$ cat config.mk
export PLATFORM = sky130hd
export DESIGN_NAME = fwf_page_residency_tracker_unit_flat
export DESIGN_NICKNAME = d
export VERILOG_FILES = /design/src/rtl/fwf_pkg.sv /design/src/rtl/fwf_req_if.sv /design/src/rtl/fwf_rsp_if.sv /design/src/rtl/fwf_page_residency_tracker_unit.sv /design/src/flat_wrapper.sv
export SDC_FILE = /design/constraint.sdc
export NUM_CORES = 2
export LEC_CHECK = 0
export BUFFER_PORTS_ARGS = -buffer_cell sky130_fd_sc_hd__buf_2
export CAP_MARGIN = 0
export CORE_MARGIN = 2
export CORE_UTILIZATION = 45
export CTS_CLUSTER_SIZE = 12
export DETAILED_ROUTE_END_ITERATION = 16
export PLACE_DENSITY = 0.59
export SYNTH_ARGS = -nofsm -noshare
export SYNTH_HDL_FRONTEND = slang
export SYNTH_SLANG_ARGS = --single-unit
$ cat constraint.sdc
create_clock -name i_clk -period 25.9 [get_ports i_clk]
set_input_delay 2.59 -clock i_clk [delete_from_list [all_inputs] [get_ports i_clk]]
set_output_delay 2.59 -clock i_clk [all_outputs]
set_load 0.05 [all_outputs]
$ cat src/rtl/fwf_pkg.sv
// Package for the flush-when-full page residency tracker.
// Holds field widths, configuration register codes and reset values.
// No dependencies; every other file of the block imports it.
package fwf_pkg;

    localparam int ADDR_W        = 32;
    localparam int PAGE_SHIFT    = 12;
    localparam int PAGE_W        = ADDR_W - PAGE_SHIFT;
    localparam int FIELD6_W      = 6;
    localparam int TOTAL_W       = 32;

    localparam int CFG_FRAMES_W  = 7;
    localparam int CFG_LIMIT_W   = 16;
    localparam int CFG_QUANTUM_W = 16;
    localparam int CFG_DATA_W    = 16;
    localparam int CFG_IDX_W     = 2;

    localparam int BLOCK_W       = 17;
    localparam logic [BLOCK_W-1:0] BLOCK_MAX = '1;

    localparam int DEF_SLOTS_PER_PROCESS = 32;
    localparam int DEF_COUNTER_BITS      = 32;

    localparam logic [CFG_FRAMES_W-1:0]  RST_TOTAL_FRAMES = 7'd64;
    localparam logic [CFG_LIMIT_W-1:0]   RST_FAULT_LIMIT  = 16'd65535;
    localparam logic [CFG_QUANTUM_W-1:0] RST_QUANTUM      = 16'd1;

    typedef enum logic [CFG_IDX_W-1:0] {
        CFG_TOTAL_FRAMES = 2'd0,
        CFG_FAULT_LIMIT  = 2'd1,
        CFG_QUANTUM      = 2'd2
    } t_cfg_idx;

endpackage

$ cat src/rtl/fwf_req_if.sv
// Request channel of the page residency tracker: one memory access per transfer.
// Depends on fwf_pkg for the field widths.
interface fwf_req_if;
    import fwf_pkg::*;

    logic              valid;
    logic              ready;
    logic              process_id;
    logic [ADDR_W-1:0] address;
    logic              write_op;

    modport source (output valid, output process_id, output address, output write_op,
                    input ready);
    modport sink   (input valid, input process_id, input address, input write_op,
                    output ready);
endinterface

$ cat src/rtl/fwf_rsp_if.sv
// Response channel of the page residency tracker: one result per access.
// Depends on fwf_pkg for the field widths.
interface fwf_rsp_if;
    import fwf_pkg::*;

    logic                valid;
    logic                ready;
    logic                hit;
    logic                page_fault;
    logic                flushed;
    logic [FIELD6_W-1:0] writebacks;
    logic [FIELD6_W-1:0] frames_used;
    logic [TOTAL_W-1:0]  requests_total;
    logic [TOTAL_W-1:0]  faults_total;
    logic [TOTAL_W-1:0]  disk_writes_total;

    modport source (output valid, output hit, output page_fault, output flushed,
                    output writebacks, output frames_used, output requests_total,
                    output faults_total, output disk_writes_total, input ready);
    modport sink   (input valid, input hit, input page_fault, input flushed,
                    input writebacks, input frames_used, input requests_total,
                    input faults_total, input disk_writes_total, output ready);
endinterface

$ cat src/rtl/fwf_page_residency_tracker_unit.sv
// Top level of the flush-when-full page residency tracker.
// Depends on fwf_pkg, fwf_req_if and fwf_rsp_if.
//
// Usage:
//   i_req  - access requests (process, byte address, read/write). A transfer
//            happens on a rising edge with valid and ready both high.
//   o_rsp  - one result per request, in request order: hit/fault/flush flags,
//            write-backs of the flush, resident pages of the process and its
//            saturating request, fault and write-back totals.
//   i_cfg_* - register writes (frame total, fault limit, quantum), taken on
//            any edge with i_cfg_we high; write only while the block is idle.
// Path: a request lands in the input register, is resolved by one pass of
//   compare / popcount logic, and its result is loaded into the result register
//   that drives o_rsp. Throughput is one request per cycle while o_rsp is not
//   held; the per-process state is updated in the same edge that loads the
//   result register, so back-to-back requests see each other's effect.
// Stall: while o_rsp is held, the result register holds, the input register
//   holds one more request, and i_req.ready drops once both are full.
// Reset (synchronous, i_rst_n low): clear occupancy, fault block, quantum and
//   total counters and restore register defaults. Page slots and dirty marks
//   are not cleared; only slots below the occupancy count are ever looked at.
module fwf_page_residency_tracker_unit #(
    parameter int SLOTS_PER_PROCESS = fwf_pkg::DEF_SLOTS_PER_PROCESS,
    parameter int COUNTER_BITS      = fwf_pkg::DEF_COUNTER_BITS
) (
    input  logic                            i_clk,
    input  logic                            i_rst_n,
    fwf_req_if.sink                         i_req,
    fwf_rsp_if.source                       o_rsp,
    input  logic                            i_cfg_we,
    input  logic [fwf_pkg::CFG_IDX_W-1:0]   i_cfg_idx,
    input  logic [fwf_pkg::CFG_DATA_W-1:0]  i_cfg_wdata
);
    import fwf_pkg::*;

    localparam int SW  = (SLOTS_PER_PROCESS > 1) ? $clog2(SLOTS_PER_PROCESS) : 1;
    localparam int UW  = $clog2(SLOTS_PER_PROCESS + 1);
    localparam int TWS = $clog2(2 * SLOTS_PER_PROCESS + 1);
    localparam int TW  = (TWS > CFG_FRAMES_W) ? TWS : CFG_FRAMES_W;
    localparam int CW  = COUNTER_BITS;

    localparam logic [TW-1:0] T_MIN     = TW'(2);
    localparam logic [TW-1:0] T_MAX     = TW'(2 * SLOTS_PER_PROCESS);
    localparam logic [TW-1:0] T_SLOTS   = TW'(SLOTS_PER_PROCESS);
    localparam logic [CW-1:0] CNT_MAX   = '1;

    // configuration registers
    logic [CFG_FRAMES_W-1:0]  r_total_frames;
    logic [CFG_LIMIT_W-1:0]   r_fault_limit;
    logic [CFG_QUANTUM_W-1:0] r_quantum;

    // input register
    logic              r_in_valid;
    logic              r_in_pid;
    logic [PAGE_W-1:0] r_in_page;
    logic              r_in_wr;

    // page slots and dirty marks, one row per process
    logic [PAGE_W-1:0] r_pages [2][SLOTS_PER_PROCESS];
    logic              r_dirty [2][SLOTS_PER_PROCESS];

    // per-process state
    logic [UW-1:0]            r_used [2];
    logic [BLOCK_W-1:0]       r_fblk [2];
    logic [CFG_QUANTUM_W-1:0] r_qcnt [2];
    logic [CW-1:0]            r_req  [2];
    logic [CW-1:0]            r_flt  [2];
    logic [CW-1:0]            r_wbk  [2];

    // result register
    logic                r_out_valid;
    logic                r_out_hit;
    logic                r_out_fault;
    logic                r_out_flushed;
    logic [FIELD6_W-1:0] r_out_wbs;
    logic [FIELD6_W-1:0] r_out_used;
    logic [TOTAL_W-1:0]  r_out_req;
    logic [TOTAL_W-1:0]  r_out_flt;
    logic [TOTAL_W-1:0]  r_out_wbk;

    // handshake: the result register frees when empty or taken
    logic w_adv;
    logic w_step;

    assign w_adv       = !r_out_valid || o_rsp.ready;
    assign w_step      = r_in_valid && w_adv;
    assign i_req.ready = !r_in_valid || w_adv;

    // lookup and update logic for the item in the input register
    logic [SLOTS_PER_PROCESS-1:0] w_match;
    logic                         w_hit;
    logic [UW-1:0]                w_pop;
    logic                         w_flush;
    logic                         w_ins;
    logic [SW-1:0]                w_slot;
    logic [UW-1:0]                w_used_new;
    logic [UW-1:0]                w_wbs;
    logic [BLOCK_W-1:0]           w_fblk_new;
    logic [CFG_QUANTUM_W-1:0]     w_qcnt_new;
    logic [CW-1:0]                w_req_new;
    logic [CW-1:0]                w_flt_new;
    logic [CW-1:0]                w_wbk_new;
    logic [CW+TOTAL_W-1:0]        w_req_ext;
    logic [CW+TOTAL_W-1:0]        w_flt_ext;
    logic [CW+TOTAL_W-1:0]        w_wbk_ext;
    logic [UW+FIELD6_W-1:0]       w_wbs_ext;
    logic [UW+FIELD6_W-1:0]       w_used_ext;

    always_comb begin
        logic [TW-1:0]            v_t;
        logic [TW-1:0]            v_half;
        logic [TW-1:0]            v_cap;
        logic [TW-1:0]            v_used_t;
        logic [UW-1:0]            v_used;
        logic [UW-1:0]            v_used_af;
        logic [BLOCK_W-1:0]       v_fb;
        logic [BLOCK_W-1:0]       v_fb_inc;
        logic [CFG_QUANTUM_W-1:0] v_qnext;
        logic [CFG_QUANTUM_W-1:0] v_qlim;
        logic [CW:0]              v_wsum;

        // clamp the frame total and split it between the processes
        v_t = TW'(r_total_frames);
        if (v_t < T_MIN) begin
            v_t = T_MIN;
        end
        if (v_t > T_MAX) begin
            v_t = T_MAX;
        end
        v_half   = v_t >> 1;
        v_cap    = r_in_pid ? (v_t - v_half) : v_half;
        v_used   = r_used[r_in_pid];
        v_used_t = TW'(v_used);

        // parallel compare over the live slots, popcount of live dirty marks
        w_pop = '0;
        for (int i = 0; i < SLOTS_PER_PROCESS; i++) begin
            w_match[i] = (TW'(i) < v_used_t) && (r_pages[r_in_pid][i] == r_in_page);
            if ((TW'(i) < v_used_t) && r_dirty[r_in_pid][i]) begin
                w_pop = w_pop + UW'(1);
            end
        end
        w_hit = |w_match;

        // fault block and flush decision
        v_fb     = r_fblk[r_in_pid];
        v_fb_inc = (v_fb != BLOCK_MAX) ? v_fb + BLOCK_W'(1) : v_fb;
        w_flush  = !w_hit && ((v_fb_inc > BLOCK_W'(r_fault_limit)) || (v_used_t >= v_cap));

        v_used_af  = w_flush ? '0 : v_used;
        w_ins      = !w_hit && (TW'(v_used_af) < T_SLOTS);
        w_slot     = v_used_af[SW-1:0];
        w_used_new = w_ins ? v_used_af + UW'(1) : v_used_af;
        w_wbs      = w_flush ? w_pop : '0;

        if (w_flush) begin
            w_fblk_new = BLOCK_W'(1);
        end else if (!w_hit) begin
            w_fblk_new = v_fb_inc;
        end else begin
            w_fblk_new = v_fb;
        end

        // quantum: clear the fault block count at the end of each quantum
        v_qnext = r_qcnt[r_in_pid] + CFG_QUANTUM_W'(1);
        v_qlim  = (r_quantum == '0) ? CFG_QUANTUM_W'(1) : r_quantum;
        if ((v_qnext >= v_qlim) || (v_qnext == '0)) begin
            w_qcnt_new = '0;
            w_fblk_new = '0;
        end else begin
            w_qcnt_new = v_qnext;
        end

        // saturating totals
        w_req_new = (r_req[r_in_pid] != CNT_MAX) ? r_req[r_in_pid] + CW'(1) : CNT_MAX;
        if (!w_hit && (r_flt[r_in_pid] != CNT_MAX)) begin
            w_flt_new = r_flt[r_in_pid] + CW'(1);
        end else begin
            w_flt_new = r_flt[r_in_pid];
        end
        v_wsum    = {1'b0, r_wbk[r_in_pid]} + (CW + 1)'(w_wbs);
        w_wbk_new = v_wsum[CW] ? CNT_MAX : v_wsum[CW-1:0];

        // fit totals and counts to the fixed result field widths
        w_req_ext  = {{TOTAL_W{1'b0}}, w_req_new};
        w_flt_ext  = {{TOTAL_W{1'b0}}, w_flt_new};
        w_wbk_ext  = {{TOTAL_W{1'b0}}, w_wbk_new};
        w_wbs_ext  = {{FIELD6_W{1'b0}}, w_wbs};
        w_used_ext = {{FIELD6_W{1'b0}}, w_used_new};
    end

    // configuration writes
    always_ff @(posedge i_clk) begin
        if (!i_rst_n) begin
            r_total_frames <= RST_TOTAL_FRAMES;
            r_fault_limit  <= RST_FAULT_LIMIT;
            r_quantum      <= RST_QUANTUM;
        end else if (i_cfg_we) begin
            case (i_cfg_idx)
                CFG_TOTAL_FRAMES: r_total_frames <= i_cfg_wdata[CFG_FRAMES_W-1:0];
                CFG_FAULT_LIMIT:  r_fault_limit  <= i_cfg_wdata[CFG_LIMIT_W-1:0];
                CFG_QUANTUM:      r_quantum      <= i_cfg_wdata[CFG_QUANTUM_W-1:0];
                default: ;
            endcase
        end
    end

    // input register
    always_ff @(posedge i_clk) begin
        if (!i_rst_n) begin
            r_in_valid <= 1'b0;
        end else if (i_req.ready) begin
            r_in_valid <= i_req.valid;
        end
    end

    always_ff @(posedge i_clk) begin
        if (i_req.valid && i_req.ready) begin
            r_in_pid  <= i_req.process_id;
            r_in_page <= i_req.address[ADDR_W-1:PAGE_SHIFT];
            r_in_wr   <= i_req.write_op;
        end
    end

    // page slots: insert on a fault, mark dirty on a write hit
    always_ff @(posedge i_clk) begin
        for (int p = 0; p < 2; p++) begin
            for (int i = 0; i < SLOTS_PER_PROCESS; i++) begin
                if (w_step && (r_in_pid == 1'(p))) begin
                    if (w_ins && (w_slot == SW'(i))) begin
                        r_pages[p][i] <= r_in_page;
                        r_dirty[p][i] <= r_in_wr;
                    end else if (w_match[i] && r_in_wr) begin
                        r_dirty[p][i] <= 1'b1;
                    end
                end
            end
        end
    end

    // per-process counters
    always_ff @(posedge i_clk) begin
        if (!i_rst_n) begin
            for (int p = 0; p < 2; p++) begin
                r_used[p] <= '0;
                r_fblk[p] <= '0;
                r_qcnt[p] <= '0;
                r_req[p]  <= '0;
                r_flt[p]  <= '0;
                r_wbk[p]  <= '0;
            end
        end else if (w_step) begin
            r_used[r_in_pid] <= w_used_new;
            r_fblk[r_in_pid] <= w_fblk_new;
            r_qcnt[r_in_pid] <= w_qcnt_new;
            r_req[r_in_pid]  <= w_req_new;
            r_flt[r_in_pid]  <= w_flt_new;
            r_wbk[r_in_pid]  <= w_wbk_new;
        end
    end

    // result register
    always_ff @(posedge i_clk) begin
        if (!i_rst_n) begin
            r_out_valid <= 1'b0;
        end else if (w_adv) begin
            r_out_valid <= r_in_valid;
        end
    end

    always_ff @(posedge i_clk) begin
        if (w_step) begin
            r_out_hit     <= w_hit;
            r_out_fault   <= !w_hit;
            r_out_flushed <= w_flush;
            r_out_wbs     <= w_wbs_ext[FIELD6_W-1:0];
            r_out_used    <= w_used_ext[FIELD6_W-1:0];
            r_out_req     <= w_req_ext[TOTAL_W-1:0];
            r_out_flt     <= w_flt_ext[TOTAL_W-1:0];
            r_out_wbk     <= w_wbk_ext[TOTAL_W-1:0];
        end
    end

    assign o_rsp.valid             = r_out_valid;
    assign o_rsp.hit               = r_out_hit;
    assign o_rsp.page_fault        = r_out_fault;
    assign o_rsp.flushed           = r_out_flushed;
    assign o_rsp.writebacks        = r_out_wbs;
    assign o_rsp.frames_used       = r_out_used;
    assign o_rsp.requests_total    = r_out_req;
    assign o_rsp.faults_total      = r_out_flt;
    assign o_rsp.disk_writes_total = r_out_wbk;

    // a resolved request always lands in the result register
    a_step_loads_result: assert property (@(posedge i_clk) disable iff (!i_rst_n)
        w_step |=> r_out_valid)
        else $error("resolved request did not reach the result register");

    // every result is exactly one of hit or fault
    a_hit_xor_fault: assert property (@(posedge i_clk) disable iff (!i_rst_n)
        o_rsp.valid |-> (o_rsp.hit ^ o_rsp.page_fault))
        else $error("result is not exactly one of hit and fault");

    // a flush only happens on a fault, and a non-flush reports no write-backs
    a_flush_on_fault: assert property (@(posedge i_clk) disable iff (!i_rst_n)
        o_rsp.valid |-> (o_rsp.flushed ? o_rsp.page_fault : (o_rsp.writebacks == '0)))
        else $error("flush flag inconsistent with fault or write-back count");

endmodule
$ cat src/flat_wrapper.sv
// flat-port wrapper written by rule: the top's interface ports become plain ports
module fwf_page_residency_tracker_unit_flat import fwf_pkg::*;
#(
    parameter int SLOTS_PER_PROCESS = fwf_pkg::DEF_SLOTS_PER_PROCESS,
    parameter int COUNTER_BITS      = fwf_pkg::DEF_COUNTER_BITS
)
  (i_clk, i_rst_n, i_cfg_we, i_cfg_idx, i_cfg_wdata, i_req_valid, i_req_process_id, i_req_address, i_req_write_op, i_req_ready, o_rsp_valid, o_rsp_hit, o_rsp_page_fault, o_rsp_flushed, o_rsp_writebacks, o_rsp_frames_used, o_rsp_requests_total, o_rsp_faults_total, o_rsp_disk_writes_total, o_rsp_ready);
  fwf_req_if i_req_i ();
  fwf_rsp_if o_rsp_i ();
  input  logic i_clk;
  input  logic i_rst_n;
  input  logic i_cfg_we;
  input  logic [fwf_pkg::CFG_IDX_W-1:0] i_cfg_idx;
  input  logic [fwf_pkg::CFG_DATA_W-1:0] i_cfg_wdata;
  input wire logic [$bits(i_req_i.valid)-1:0] i_req_valid;
  input wire logic [$bits(i_req_i.process_id)-1:0] i_req_process_id;
  input wire logic [$bits(i_req_i.address)-1:0] i_req_address;
  input wire logic [$bits(i_req_i.write_op)-1:0] i_req_write_op;
  output wire logic [$bits(i_req_i.ready)-1:0] i_req_ready;
  output wire logic [$bits(o_rsp_i.valid)-1:0] o_rsp_valid;
  output wire logic [$bits(o_rsp_i.hit)-1:0] o_rsp_hit;
  output wire logic [$bits(o_rsp_i.page_fault)-1:0] o_rsp_page_fault;
  output wire logic [$bits(o_rsp_i.flushed)-1:0] o_rsp_flushed;
  output wire logic [$bits(o_rsp_i.writebacks)-1:0] o_rsp_writebacks;
  output wire logic [$bits(o_rsp_i.frames_used)-1:0] o_rsp_frames_used;
  output wire logic [$bits(o_rsp_i.requests_total)-1:0] o_rsp_requests_total;
  output wire logic [$bits(o_rsp_i.faults_total)-1:0] o_rsp_faults_total;
  output wire logic [$bits(o_rsp_i.disk_writes_total)-1:0] o_rsp_disk_writes_total;
  input wire logic [$bits(o_rsp_i.ready)-1:0] o_rsp_ready;
  assign i_req_i.valid = i_req_valid;
  assign i_req_i.process_id = i_req_process_id;
  assign i_req_i.address = i_req_address;
  assign i_req_i.write_op = i_req_write_op;
  assign i_req_ready = i_req_i.ready;
  assign o_rsp_valid = o_rsp_i.valid;
  assign o_rsp_hit = o_rsp_i.hit;
  assign o_rsp_page_fault = o_rsp_i.page_fault;
  assign o_rsp_flushed = o_rsp_i.flushed;
  assign o_rsp_writebacks = o_rsp_i.writebacks;
  assign o_rsp_frames_used = o_rsp_i.frames_used;
  assign o_rsp_requests_total = o_rsp_i.requests_total;
  assign o_rsp_faults_total = o_rsp_i.faults_total;
  assign o_rsp_disk_writes_total = o_rsp_i.disk_writes_total;
  assign o_rsp_i.ready = o_rsp_ready;
  fwf_page_residency_tracker_unit #(.SLOTS_PER_PROCESS(SLOTS_PER_PROCESS), .COUNTER_BITS(COUNTER_BITS)) u_core (.i_clk(i_clk), .i_rst_n(i_rst_n), .i_req(i_req_i), .o_rsp(o_rsp_i), .i_cfg_we(i_cfg_we), .i_cfg_idx(i_cfg_idx), .i_cfg_wdata(i_cfg_wdata));
endmodule
==> reports/qor.txt <==
most common cell after layout, fill and taps aside = edfxtp_1
setup skew after layout = 0.0508 ns
Via-to-Cell Ratio = 5.34
wirelength, routed = 189000 um
asr flop ratio synth = 0%
Seq cells post-synth = 1789
setup TNS = 0 ns
startpoint type of the worst setup path = flop
total global routing overflow = 0
nets = 6298
DP Area = 86800 um2
first-pass GRT wire length = 286000 um
Crit Path Class = flop to flop
initial antenna violation count = 11
Initial Util = 45.3%
all-layer global routing usage = 20.0%
Max Slew Vio Count = 0
IO Port Bufs = 157
HP Class = flop to flop
WP data required = 26.56 ns
drt initial violations = 3458
Crit path arrival time = 24.45 ns
Max VDD drop = 0.0902 mV
Fin. Hold Viols = 0
Die X = 433 um
commonest non-fill, non-tap cells in the layout = 1746 x edfxtp_1, 747 x mux2i_1, 548 x nor2_1
cell area after layout = 92600 um2
Max Buffers Root-to-Sink = 3
Slew @ Worst Pin = 1.43 ns
Pre-Repair DR Iteration Count = 8
hold_buf cts = 0
Root Buffer = clkbuf_16
# rows = 157
Max Cap Viol = 0
Max stage delay on crit path = 0.57 ns
crit share post-route = 91.9%
Final min period = 23.79 ns
CTS buffer count = 190
DIE AREA = 188000 um2
clk slew on worst S/H paths = 0.06 ns
critical path peak fanout = 35
TritonCTS clock tree = done
gpl congestion = 0.843
DRC = 0
Pwr Density = 85.1 nW/um2
vias in the first global route = 46.3k
Layout area overhead = 11.7%
f_max = 42.0 MHz
predominant post-synthesis flop cell = edfxtp_1
Post-Syn Instances = 5995
fill cell count = 15.8k
Placeable Area = 183000 um2
synth warn = 0
syn_nets = 6145
worst-skew pair later-pin latency = 0.84 ns
EDFF count, synth = 1746
H-Tree Level Count = 4
Vias = 46.8k
hpwl dp = 113000 um
layout cells sized above 1 = 11.5%
Top Ports = 170
Die Height = 433 um
CP max-delay cell = dfxtp_4
RSZ-0062 raised after global routing = false
most frequent CP cell = ha_1
status = complete, no violations
dpl cells = 8420
Syn Area/Cell = 13.8 um2
synthesized cell area = 82900 um2
DRT antenna net count = 0
largest net degree at the start of global routing = 152
Unique masters post-synth = 113
CP endpoint kind = flop
Num Clock Sinks = 1789
sequential-to-total area share from yosys stat = 64.3%
Final setup viols = 0
wire per inst = 21.6 um
Rel. slew slack = 3.59%
Finished Layout Cells = 8764
LEAKAGE = 32.9 nW
power by group:
group | total, mW | internal [mW] | switching [mW] | leakage [nW]
clock | 2.53 | 1.42 | 1.12 | 2.78
combinational | 2.06 | 0.832 | 1.23 | 13.6
sequential | 3.29 | 3.26 | 0.0288 | 16.5
total | 7.89 | 5.51 | 2.37 | 32.9
sequential cells by signal, indices dropped and copies added (netlist names), 20 cells and up, named ones only:
name	count
u_core.r_in_page	20
u_core.r_req	64
u_core.o_rsp.faults_total	32
u_core.r_wbk	64
u_core.r_pages	1280
u_core.r_flt	64
u_core.r_dirty	64
u_core.o_rsp.requests_total	32
u_core.o_rsp.disk_writes_total	32
u_core.r_qcnt	32
u_core.r_fblk	34
cell usage after synthesis, types with 18 or more instances:
| master | n | area share [%] |
|---|---|---|
| nor3_1 | 53 | 0.32 |
| nand2_1 | 263 | 1.2 |
| nor2b_1 | 68 | 0.51 |
| buf_2 | 37 | 0.22 |
| o211ai_1 | 28 | 0.25 |
| edfxtp_1 | 1746 | 63 |
| mux2i_1 | 747 | 9.0 |
| nor2_1 | 584 | 2.6 |
| a32oi_1 | 30 | 0.32 |
| nand3_1 | 60 | 0.36 |
| nand2b_1 | 32 | 0.24 |
| or3_1 | 23 | 0.17 |
| nor4_1 | 137 | 1.0 |
| and3_1 | 36 | 0.27 |
| inv_1 | 193 | 0.87 |
| ha_1 | 91 | 1.4 |
| nand4_1 | 93 | 0.70 |
| or2_2 | 21 | 0.16 |
| xnor2_1 | 513 | 5.4 |
| mux2_2 | 46 | 0.62 |
| dfxtp_1 | 43 | 1.0 |
| xor2_1 | 339 | 3.6 |
| o21ai_0 | 64 | 0.39 |
| clkbuf_1 | 192 | 0.87 |
| buf_1 | 101 | 0.46 |
| a21boi_0 | 24 | 0.22 |
| and2_1 | 18 | 0.14 |
| a21oi_1 | 120 | 0.72 |
per-stage QoR:
stage / total power [mW] / utilization, % / setup slack, ns / hold WS, ns
after global placement: 5.39 / 47.4 / 1.75 / 0.461
after floorplan: 5.00 / - / 0.120 / 0.443
final: 7.89 / 50.6 / 2.11 / 0.483
after detailed placement: 5.41 / 47.4 / 1.43 / 0.477
after global routing: 8.29 / 50.6 / 0.0151 / 0.500
after CTS: 7.96 / 50.6 / 1.34 / 0.482
kinds of logic (layout without fill, tap and decap cells):
| kind of cell | Yosys count | in the layout | synth area share [%] |
|---|---|---|---|
| buf+inv | 537 | 840 | 2.54 |
| compound gates | 439 | 439 | 3.65 |
| flops | 1789 | 1789 | 64.3 |
| fa+ha+maj | 94 | 94 | 1.43 |
| mux | 797 | 797 | 9.71 |
| simple gates | 1450 | 1450 | 8.45 |
| other cells | 0 | 2 | 0 |
| xor+xnor | 889 | 889 | 9.97 |
layer usage:
metal	track usage, %	vias to the layer above	wire (um)
li1	-	22200	-
met1	27.3	23500	85800
met2	33.3	937	90700
met3	3.03	267	8220
met4	5.78	4	4560
met5	0	-	27
worst max-delay path, delay by kind of cell (launching register included):
family,cells,cell delay [ns]
buffers and inverters,9,0.83
xor gates and xnor gates,2,0.35
muxes,3,0.73
adders and majority gates,31,9.16
DFF,1,0.57
and+or+nand+nor,42,6.30
AOI/OAI and AO/OA,29,5.67
path summary, 6_finish.rpt:
| path | start | end | slack, ns | cells past startpoint |
|---|---|---|---|---|
| worst min-delay path | u_core.r_quantum[11] | u_core.r_quantum[11] | 0.48 | 2 |
| worst max-delay path | flop | u_core.r_wbk[1][3] | 2.11 | 116 |
| worst min register to register | u_core.r_quantum[11] | u_core.r_quantum[11] | 0.48 | 2 |
| worst max register to register | flop | u_core.r_wbk[1][3] | 2.11 | 116 |
cell type report:
type | count | area (um2) | share of cell area [%]
clock inverters | 94 | 767 | 0.828
inverters | 200 | 756 | 0.816
multi-input cells | 3669 | 27700 | 29.9
diodes | 2 | 5.00 | 0.00540
clock buffers | 248 | 4990 | 5.39
well taps | 2464 | 3080 | 3.33
repair buffers | 298 | 2010 | 2.17
flip-flops and latches | 1789 | 53300 | 57.5
what timing repair did:
item | CTS | global route
setup endpoints to repair | 0 | 90
resized for setup | 0 | 6
setup buffers | 0 | 0
(Power assumes the default switching activity.)
